File: config.mk
export PLATFORM = sky130hd
export DESIGN_NAME = multi_channel_event_timer_unit
export DESIGN_NICKNAME = d
export VERILOG_FILES = /design/src/metu_pkg.sv /design/src/multi_channel_event_timer_unit.sv /design/src/metu_table.sv
export SDC_FILE = /design/constraint.sdc
export NUM_CORES = 2
export LEC_CHECK = 0
export BUFFER_PORTS_ARGS = -buffer_cell sky130_fd_sc_hd__buf_2
export CAP_MARGIN = 20
export CORE_ASPECT_RATIO = 1.25
export CORE_MARGIN = 5
export CORE_UTILIZATION = 50
export CTS_CLUSTER_SIZE = 28
export DETAILED_ROUTE_END_ITERATION = 10
export MAX_ROUTING_LAYER = met4
export PLACE_DENSITY = 0.77
export SYNTH_ARGS = -nofsm -noshare
export SYNTH_HDL_FRONTEND = slang
export SYNTH_SLANG_ARGS = --single-unit
File: constraint.sdc
create_clock -name clk -period 18.85 [get_ports clk]
set_input_delay 1.885 -clock clk [delete_from_list [all_inputs] [get_ports clk]]
set_output_delay 1.885 -clock clk [all_outputs]
set_load 0.05 [all_outputs]
File: src/metu_pkg.sv
// ----------------------------------------------------------------------------
// metu_pkg: shared types and constants of the multi-channel event timer
// Function codes, channel kinds, result kinds and the record kept per channel.
// ----------------------------------------------------------------------------
`default_nettype none

package metu_pkg;

  localparam int CHANNELS_DEF = 10;
  localparam int CH_W         = 4;

  typedef enum logic [2:0] {
    FUNC_TICK  = 3'd0,
    FUNC_EVERY = 3'd1,
    FUNC_OSC   = 3'd2,
    FUNC_PULSE = 3'd3,
    FUNC_STOP  = 3'd4
  } func_t;

  typedef enum logic [1:0] {
    KIND_FREE  = 2'd0,
    KIND_EVERY = 2'd1,
    KIND_OSC   = 2'd2
  } kind_t;

  typedef enum logic [1:0] {
    EV_ASSIGNED = 2'd0,
    EV_NO_FREE  = 2'd1,
    EV_CALLBACK = 2'd2,
    EV_TOGGLE   = 2'd3
  } ev_kind_t;

  typedef enum logic [1:0] {
    ST_IDLE,
    ST_READ,
    ST_EVAL,
    ST_FLUSH
  } st_t;

  typedef struct packed {
    logic [31:0]        period;
    logic signed [17:0] limit;
    logic [7:0]         pin;
    logic               level;
    logic [31:0]        last_time;
    logic [15:0]        count;
  } chan_rec_t;

  typedef struct packed {
    logic            en;
    logic [CH_W-1:0] idx;
    kind_t           kind;
  } kind_wr_t;

  typedef struct packed {
    logic            en;
    logic [CH_W-1:0] idx;
    chan_rec_t       rec;
  } rec_wr_t;

  typedef struct packed {
    logic            free_ok;
    logic [CH_W-1:0] free_idx;
    kind_t           rd_kind;
  } tbl_stat_t;

  typedef struct packed {
    ev_kind_t        kind;
    logic [CH_W-1:0] ch;
    logic            pw;
    logic [7:0]      pn;
    logic            pl;
  } res_t;

endpackage

`default_nettype wire

File: src/multi_channel_event_timer_unit.sv
// ----------------------------------------------------------------------------
// multi_channel_event_timer_unit: multi-channel software event timer
// Stop and unused codes give no result. A set-up result sits in the output
// register in the cycle after the transfer, and the next transfer waits for it
// to leave. A tick walks the channels, through the read state for a free and the
// read and evaluate states for an active channel with the shared elapsed-time
// compare, then flushes the final result; output stalls can hold the walk.
// Reset frees all channels and empties the output register.
// ----------------------------------------------------------------------------
`default_nettype none

module multi_channel_event_timer_unit #(
  parameter int CHANNELS = metu_pkg::CHANNELS_DEF
) (
  input  wire logic        clk,
  input  wire logic        rst_n,
  input  wire logic        in_valid,
  output logic             in_stall,
  input  wire logic [2:0]  in_func,
  input  wire logic [31:0] in_now,
  input  wire logic [31:0] in_period,
  input  wire logic [15:0] in_repeat_count,
  input  wire logic [7:0]  in_pin,
  input  wire logic        in_level,
  input  wire logic [3:0]  in_channel,
  output logic             out_valid,
  input  wire logic        out_stall,
  output logic [1:0]       out_event_kind,
  output logic [3:0]       out_channel_id,
  output logic             out_pin_write,
  output logic [7:0]       out_pin_number,
  output logic             out_pin_level,
  output logic             out_last
);
  import metu_pkg::*;

  localparam int CIW = (CHANNELS > 1) ? $clog2(CHANNELS) : 1;

  st_t            state_r, state_nxt;
  logic [CIW-1:0] idx_r, idx_nxt;
  logic [31:0]    now_r, now_nxt;
  res_t           pend_r, pend_nxt;
  logic           pend_v_r, pend_v_nxt;
  res_t           out_r, out_nxt;
  logic           out_last_r, out_last_nxt;
  logic           out_valid_r, out_valid_nxt;

  kind_wr_t  kind_wr;
  rec_wr_t   rec_wr;
  chan_rec_t rd_rec;
  tbl_stat_t stat;

  logic        in_xfer;
  logic        out_free;
  logic        last_idx;
  logic [31:0] elapsed;
  logic        fire;
  logic [15:0] count_new;
  logic        retire;
  func_t       func;

  metu_table #(
    .CHANNELS (CHANNELS),
    .CIW      (CIW)
  ) u_table (
    .clk     (clk),
    .rst_n   (rst_n),
    .kind_wr (kind_wr),
    .rec_wr  (rec_wr),
    .rd_idx  (idx_r),
    .rd_rec  (rd_rec),
    .stat    (stat)
  );

  assign func     = func_t'(in_func);
  assign in_stall = (state_r != ST_IDLE) || out_valid_r;
  assign in_xfer  = in_valid && !in_stall;
  assign out_free = !out_valid_r || !out_stall;
  assign last_idx = (idx_r == CIW'(CHANNELS - 1));

  assign elapsed   = now_r - rd_rec.last_time;
  assign fire      = (elapsed >= rd_rec.period);
  assign count_new = !fire ? rd_rec.count :
                     (rd_rec.count == 16'hFFFF) ? rd_rec.count : rd_rec.count + 16'd1;
  assign retire    = !rd_rec.limit[17] && ($signed({2'b00, count_new}) >= rd_rec.limit);

  always_comb begin
    state_nxt     = state_r;
    idx_nxt       = idx_r;
    now_nxt       = now_r;
    pend_nxt      = pend_r;
    pend_v_nxt    = pend_v_r;
    out_nxt       = out_r;
    out_last_nxt  = out_last_r;
    out_valid_nxt = out_valid_r && out_stall;
    kind_wr       = '0;
    rec_wr        = '0;

    unique case (state_r)
      ST_IDLE: begin
        if (in_xfer) begin
          unique case (func)
            FUNC_EVERY, FUNC_OSC, FUNC_PULSE: begin
              out_valid_nxt = 1'b1;
              out_last_nxt  = 1'b1;
              if (stat.free_ok) begin
                rec_wr.en            = 1'b1;
                rec_wr.idx           = stat.free_idx;
                rec_wr.rec.period    = in_period;
                rec_wr.rec.pin       = in_pin;
                rec_wr.rec.level     = in_level;
                rec_wr.rec.last_time = in_now;
                rec_wr.rec.count     = '0;
                kind_wr.en           = 1'b1;
                kind_wr.idx          = stat.free_idx;
                out_nxt.kind         = EV_ASSIGNED;
                out_nxt.ch           = stat.free_idx;
                if (func == FUNC_EVERY) begin
                  rec_wr.rec.limit = {{2{in_repeat_count[15]}}, in_repeat_count};
                  kind_wr.kind     = KIND_EVERY;
                  out_nxt.pw       = 1'b0;
                  out_nxt.pn       = '0;
                  out_nxt.pl       = 1'b0;
                end else begin
                  rec_wr.rec.limit = (func == FUNC_OSC) ?
                                     {in_repeat_count[15], in_repeat_count, 1'b0} : 18'sd1;
                  kind_wr.kind     = KIND_OSC;
                  out_nxt.pw       = 1'b1;
                  out_nxt.pn       = in_pin;
                  out_nxt.pl       = in_level;
                end
              end else begin
                out_nxt = '{kind: EV_NO_FREE, ch: '0, pw: 1'b0, pn: '0, pl: 1'b0};
              end
            end
            FUNC_STOP: begin
              if ({1'b0, in_channel} < 5'(CHANNELS)) begin
                kind_wr.en   = 1'b1;
                kind_wr.idx  = in_channel;
                kind_wr.kind = KIND_FREE;
              end
            end
            FUNC_TICK: begin
              now_nxt   = in_now;
              idx_nxt   = '0;
              state_nxt = ST_READ;
            end
            default: begin
            end
          endcase
        end
      end

      ST_READ: begin
        if (stat.rd_kind == KIND_FREE) begin
          if (last_idx) begin
            state_nxt = ST_FLUSH;
          end else begin
            idx_nxt = idx_r + CIW'(1);
          end
        end else begin
          state_nxt = ST_EVAL;
        end
      end

      ST_EVAL: begin
        if (!(fire && pend_v_r && !out_free)) begin
          if (fire) begin
            rec_wr.en            = 1'b1;
            rec_wr.idx           = CH_W'(idx_r);
            rec_wr.rec           = rd_rec;
            rec_wr.rec.last_time = now_r;
            rec_wr.rec.count     = count_new;
            if (pend_v_r) begin
              out_nxt       = pend_r;
              out_last_nxt  = 1'b0;
              out_valid_nxt = 1'b1;
            end
            pend_v_nxt = 1'b1;
            pend_nxt.ch = CH_W'(idx_r);
            if (stat.rd_kind == KIND_EVERY) begin
              pend_nxt.kind = EV_CALLBACK;
              pend_nxt.pw   = 1'b0;
              pend_nxt.pn   = '0;
              pend_nxt.pl   = 1'b0;
            end else begin
              rec_wr.rec.level = !rd_rec.level;
              pend_nxt.kind    = EV_TOGGLE;
              pend_nxt.pw      = 1'b1;
              pend_nxt.pn      = rd_rec.pin;
              pend_nxt.pl      = !rd_rec.level;
            end
          end
          if (retire) begin
            kind_wr.en   = 1'b1;
            kind_wr.idx  = CH_W'(idx_r);
            kind_wr.kind = KIND_FREE;
          end
          if (last_idx) begin
            state_nxt = ST_FLUSH;
          end else begin
            idx_nxt   = idx_r + CIW'(1);
            state_nxt = ST_READ;
          end
        end
      end

      ST_FLUSH: begin
        if (!pend_v_r) begin
          state_nxt = ST_IDLE;
        end else if (out_free) begin
          out_nxt       = pend_r;
          out_last_nxt  = 1'b1;
          out_valid_nxt = 1'b1;
          pend_v_nxt    = 1'b0;
          state_nxt     = ST_IDLE;
        end
      end

      default: begin
        state_nxt = ST_IDLE;
      end
    endcase
  end

  always_ff @(posedge clk) begin
    if (!rst_n) begin
      state_r     <= ST_IDLE;
      pend_v_r    <= 1'b0;
      out_valid_r <= 1'b0;
    end else begin
      state_r     <= state_nxt;
      pend_v_r    <= pend_v_nxt;
      out_valid_r <= out_valid_nxt;
    end
  end

  always_ff @(posedge clk) begin
    idx_r      <= idx_nxt;
    now_r      <= now_nxt;
    pend_r     <= pend_nxt;
    out_r      <= out_nxt;
    out_last_r <= out_last_nxt;
  end

  assign out_valid      = out_valid_r;
  assign out_event_kind = out_r.kind;
  assign out_channel_id = out_r.ch;
  assign out_pin_write  = out_r.pw;
  assign out_pin_number = out_r.pn;
  assign out_pin_level  = out_r.pl;
  assign out_last       = out_last_r;

endmodule

`default_nettype wire

File: src/metu_table.sv
// ----------------------------------------------------------------------------
// metu_table: channel table of the event timer
// Channel kinds in reset flip-flops with a lowest-free search, and the
// per-channel records in a memory with a write port and a registered read port.
// ----------------------------------------------------------------------------
`default_nettype none

module metu_table #(
  parameter int CHANNELS = metu_pkg::CHANNELS_DEF,
  parameter int CIW      = (CHANNELS > 1) ? $clog2(CHANNELS) : 1
) (
  input  wire logic                clk,
  input  wire logic                rst_n,
  input  wire metu_pkg::kind_wr_t  kind_wr,
  input  wire metu_pkg::rec_wr_t   rec_wr,
  input  wire logic [CIW-1:0]      rd_idx,
  output metu_pkg::chan_rec_t      rd_rec,
  output metu_pkg::tbl_stat_t      stat
);
  import metu_pkg::*;

  kind_t     kind_r [CHANNELS];
  chan_rec_t mem    [CHANNELS];
  chan_rec_t rd_rec_r;

  always_ff @(posedge clk) begin
    if (!rst_n) begin
      for (int i = 0; i < CHANNELS; i++) begin
        kind_r[i] <= KIND_FREE;
      end
    end else if (kind_wr.en) begin
      kind_r[kind_wr.idx[CIW-1:0]] <= kind_wr.kind;
    end
  end

  always_ff @(posedge clk) begin
    if (rec_wr.en) begin
      mem[rec_wr.idx[CIW-1:0]] <= rec_wr.rec;
    end
    rd_rec_r <= mem[rd_idx];
  end

  assign rd_rec = rd_rec_r;

  always_comb begin
    stat.free_ok  = 1'b0;
    stat.free_idx = '0;
    for (int i = CHANNELS - 1; i >= 0; i--) begin
      if (kind_r[i] == KIND_FREE) begin
        stat.free_ok  = 1'b1;
        stat.free_idx = CH_W'(i);
      end
    end
    stat.rd_kind = kind_r[rd_idx];
  end

endmodule

`default_nettype wire

==> summary.txt <==
Slowest CP cell: buf_4
Adder-Cell Fraction of Synth Area: 2.103%
Synth cell types: 87
Register area: 37410 sq um
# DRC: 0
Syn Nets: 3166
Max-cap viol count: 0
Core Region: 103600 sq um
P_leak: 20.05 nW
Layout cells sized above 1: 19.20%
Post-DP HPWL: 67640 um
Clk pin slew, worst setup/hold paths: 70 ps
Gr usage total: 21.50%
Most common flop cell mapped by yosys: edfxtp_1
Critical Path Start Type: register
Layout filler cell count: 7560
Placer Congestion: 0.8616
DR pass1 iterations: 6
Async SR Flop Fraction: 0%
Rows: 132
Non-Filler Instances: 4549
Vias in the first global route: 28100
Reg-to-reg endpoint: u_table.mem[3][2]
Relative slew slack: 24.07%
Via count: 27710
Final setup vio count: 0
R2R Path Start: now_r[0]
# resized after CTS: 0
Vias per cell: 6.090
CTS root buffer: clkbuf_16
Outcome: completed
Mux cell area share after synthesis: 12.02%
# IOs: 119
CTS sink cnt: 1284
Starting Density: 50.33%
Worst min-delay path class: reg2reg
Finished Core Util: 56.08%
Design area: 58080 sq um
Post-Syn Area: 52110 sq um
Largest family of logic cells by synthesized area: multiplexers
Setup TNS: 0 ps
Synth Area in Compound Gates: 6.922%
Number of enable flip-flop cells after synthesis: 1169
CTS Buffer Depth: 3
Final hold violations: 0
Hold_ws: 523.8 ps
First-pass GRT wire length: 174900 um
Initial antenna violation count: 8
Initial drt markers: 2689
GRT Residual Overflow: 0
PD cells: 129.8 nW/um^2
Die Span Y: 371.0 um
CTS tree: yes
Kind of critical path: reg2reg
CTS Buf Count: 111
Wire per inst: 25.73 um
Simple-gate portion of the synthesized area: 4.586%
Die width: 298.8 um
Critical path endpoint: u_table.mem[3][2]
Setup Buffers After CTS: 0
Flop and latch count out of synthesis: 1284
Port-buffer cells: 118
Clock Latency Late Sink: 710 ps
Max stage delay on crit path: 820 ps
Tot Pwr: 7.540 mW
Worst setup margin: 9577 ps
Final net count: 3294
Setup Slack @ Placement: 9695 ps
Critical Path AT: 9610 ps
Cells after Synth: 2979
Worst path required time: 19190 ps
Fin. max-slew vios: 0
Crit-path max FO: 59
Clk_skew: 31.64 ps
Mapped Avg Cell Area: 17.49 sq um
Worst Reg-to-Reg Cells: 28
Final period utilization: 49.19%
Placed insts: 4326
Xor/xnor share of the synthesized area: 0.6722%
RSZ-0062 raised after global routing: no
H-tree levels: 3
Yosys warns: 0
Fin crit period: 9273 ps
Sequential area share after synthesis: 71.78%
Layout area overhead: 11.44%
Die Area: 110800 sq um
Post-CTS Hold Fix Bufs: 0
Achievable Freq: 0.1078 GHz
Tightest Pin Transition: 1139 ps
Post-DP Area: 54240 sq um
Reg2Reg Setup Slack: 9580 ps
Worst setup path start: now_r[0]
Largest net degree at the start of global routing: 171
Worst IR Drop VDD: 0.0001049 V
Footprint of the multi-input gates: 13790 sq um
Final WL: 117100 um
DRT antenna net count: 0
Crit end category: register
==> Yosys cell counts (all sizes together), types with 8 or more instances <==
library cell	instances	share of area [%]
a22oi	16	0.26
mux2i	111	2.2
nand2	103	0.74
o211ai	13	0.21
a21oi	158	1.6
nand2b	8	0.10
mux4	224	9.7
a21o	16	0.23
nand3	28	0.29
xor2	19	0.32
nor2b	119	1.4
o21a	10	0.14
buf	43	0.38
o22ai	22	0.26
inv	102	0.73
a22o	49	0.82
and2	28	0.34
o21ai	82	0.83
a211oi	117	1.7
dfxtp	115	4.4
xnor2	21	0.35
a31oi	9	0.14
ha	86	2.1
edfxtp	1169	67
clkbuf	111	0.80
nor2	53	0.38
and3	10	0.12
nor3	43	0.52
==> worst min path at each step <==
stage | end | depth (start not counted) | start
floorplan | pend_r[13] | 0 | idx_r[3]
global placement | pend_v_r | 2 | pend_v_r
detailed placement | pend_v_r | 2 | pend_v_r
CTS | pend_v_r | 2 | pend_v_r
global route | pend_v_r | 2 | pend_v_r
finish | pend_v_r | 2 | pend_v_r
==> power by group <==
part,switching (mW),internal (mW),leakage [nW]
Sequential,0.0730,3.32,12.1
Clock,0.994,1.32,1.85
Combinational,1.11,0.723,6.12
Total,2.17,5.37,20.0
==> cell type report <==
cell class / instances / share of cell area, %
Sequential cell: 1284 / 64.41
Multi-Input combinational cell: 1439 / 23.75
Clock buffer: 165 / 5.546
Tap cell: 1340 / 2.887
Timing Repair Buffer: 169 / 1.784
Clock inverter: 44 / 0.9415
Inverter: 102 / 0.6614
Antenna cell: 6 / 0.02585
==> per-layer routing <==
| metal | vias to the layer above | GRT usage, % | wire length, um |
|---|---|---|---|
| met4 | 0 | 6.338 | 2883 |
| li1 | 12140 | - | - |
| met5 | - | - | 0 |
| met3 | 155 | 2.868 | 7233 |
| met2 | 1088 | 37.26 | 61470 |
| met1 | 14320 | 26.86 | 45490 |
==> critical path, delay by kind of cell, from the launching register on <==
family                     cells  cell delay [ps]
AOI/OAI and AO/OA             12             3460
buffers and inverters          7             3450
adders and majority gates      3              850
and+or+nand+nor                5              550
DFF                            1              360
xor gates and xnor gates       1              150
==> registers in the layout, indices dropped and copies added, names as in the netlist, 2 cells and up, named ones only <==
signal / flops
idx_r: 4
out_pin_number: 8
out_event_kind: 2
u_table.mem: 1070
u_table.kind_r: 32
out_channel_id: 4
u_table.rd_rec: 107
pend_r: 14
state_r: 2
now_r: 32
==> logic make-up after synthesis <==
logic type                 Yosys count
AOI/OAI and AO/OA                  535
xor gates and xnor gates            40
adders and majority gates           87
buffers and inverters              256
DFF                               1284
muxes                              341
and+or+nand+nor                    436
==> layout by cell type, fill, tap and decap left out, types with 6 or more instances in the layout <==
| master | n |
|---|---|
| buf_2 | 121 |
| edfxtp_1 | 1169 |
| nand3_1 | 27 |
| inv_1 | 101 |
| or3_1 | 6 |
| o211ai_1 | 11 |
| a21o_1 | 16 |
| nand2_1 | 103 |
| o21a_1 | 10 |
| and2_1 | 27 |
| clkbuf_8 | 24 |
| clkbuf_16 | 111 |
| a21oi_1 | 153 |
| o21ai_1 | 16 |
| xnor2_1 | 21 |
| xor2_1 | 19 |
| o21ai_0 | 62 |
| clkinv_1 | 10 |
| and3_1 | 10 |
| nor3_2 | 17 |
| a211oi_1 | 116 |
| nor2_1 | 51 |
| diode_2 | 6 |
| ha_1 | 86 |
| a31oi_1 | 8 |
| mux4_2 | 219 |
| clkinv_2 | 18 |
| o22ai_1 | 22 |
| a22oi_1 | 15 |
| a22o_1 | 49 |
| bufinv_16 | 10 |
| nor2b_1 | 119 |
| mux2i_1 | 110 |
| dfxtp_1 | 115 |
| nor3_1 | 26 |
| buf_4 | 37 |
| nand2b_1 | 7 |
| clkbuf_1 | 30 |
No activity file was read; power rests on OpenSTA's default activity.
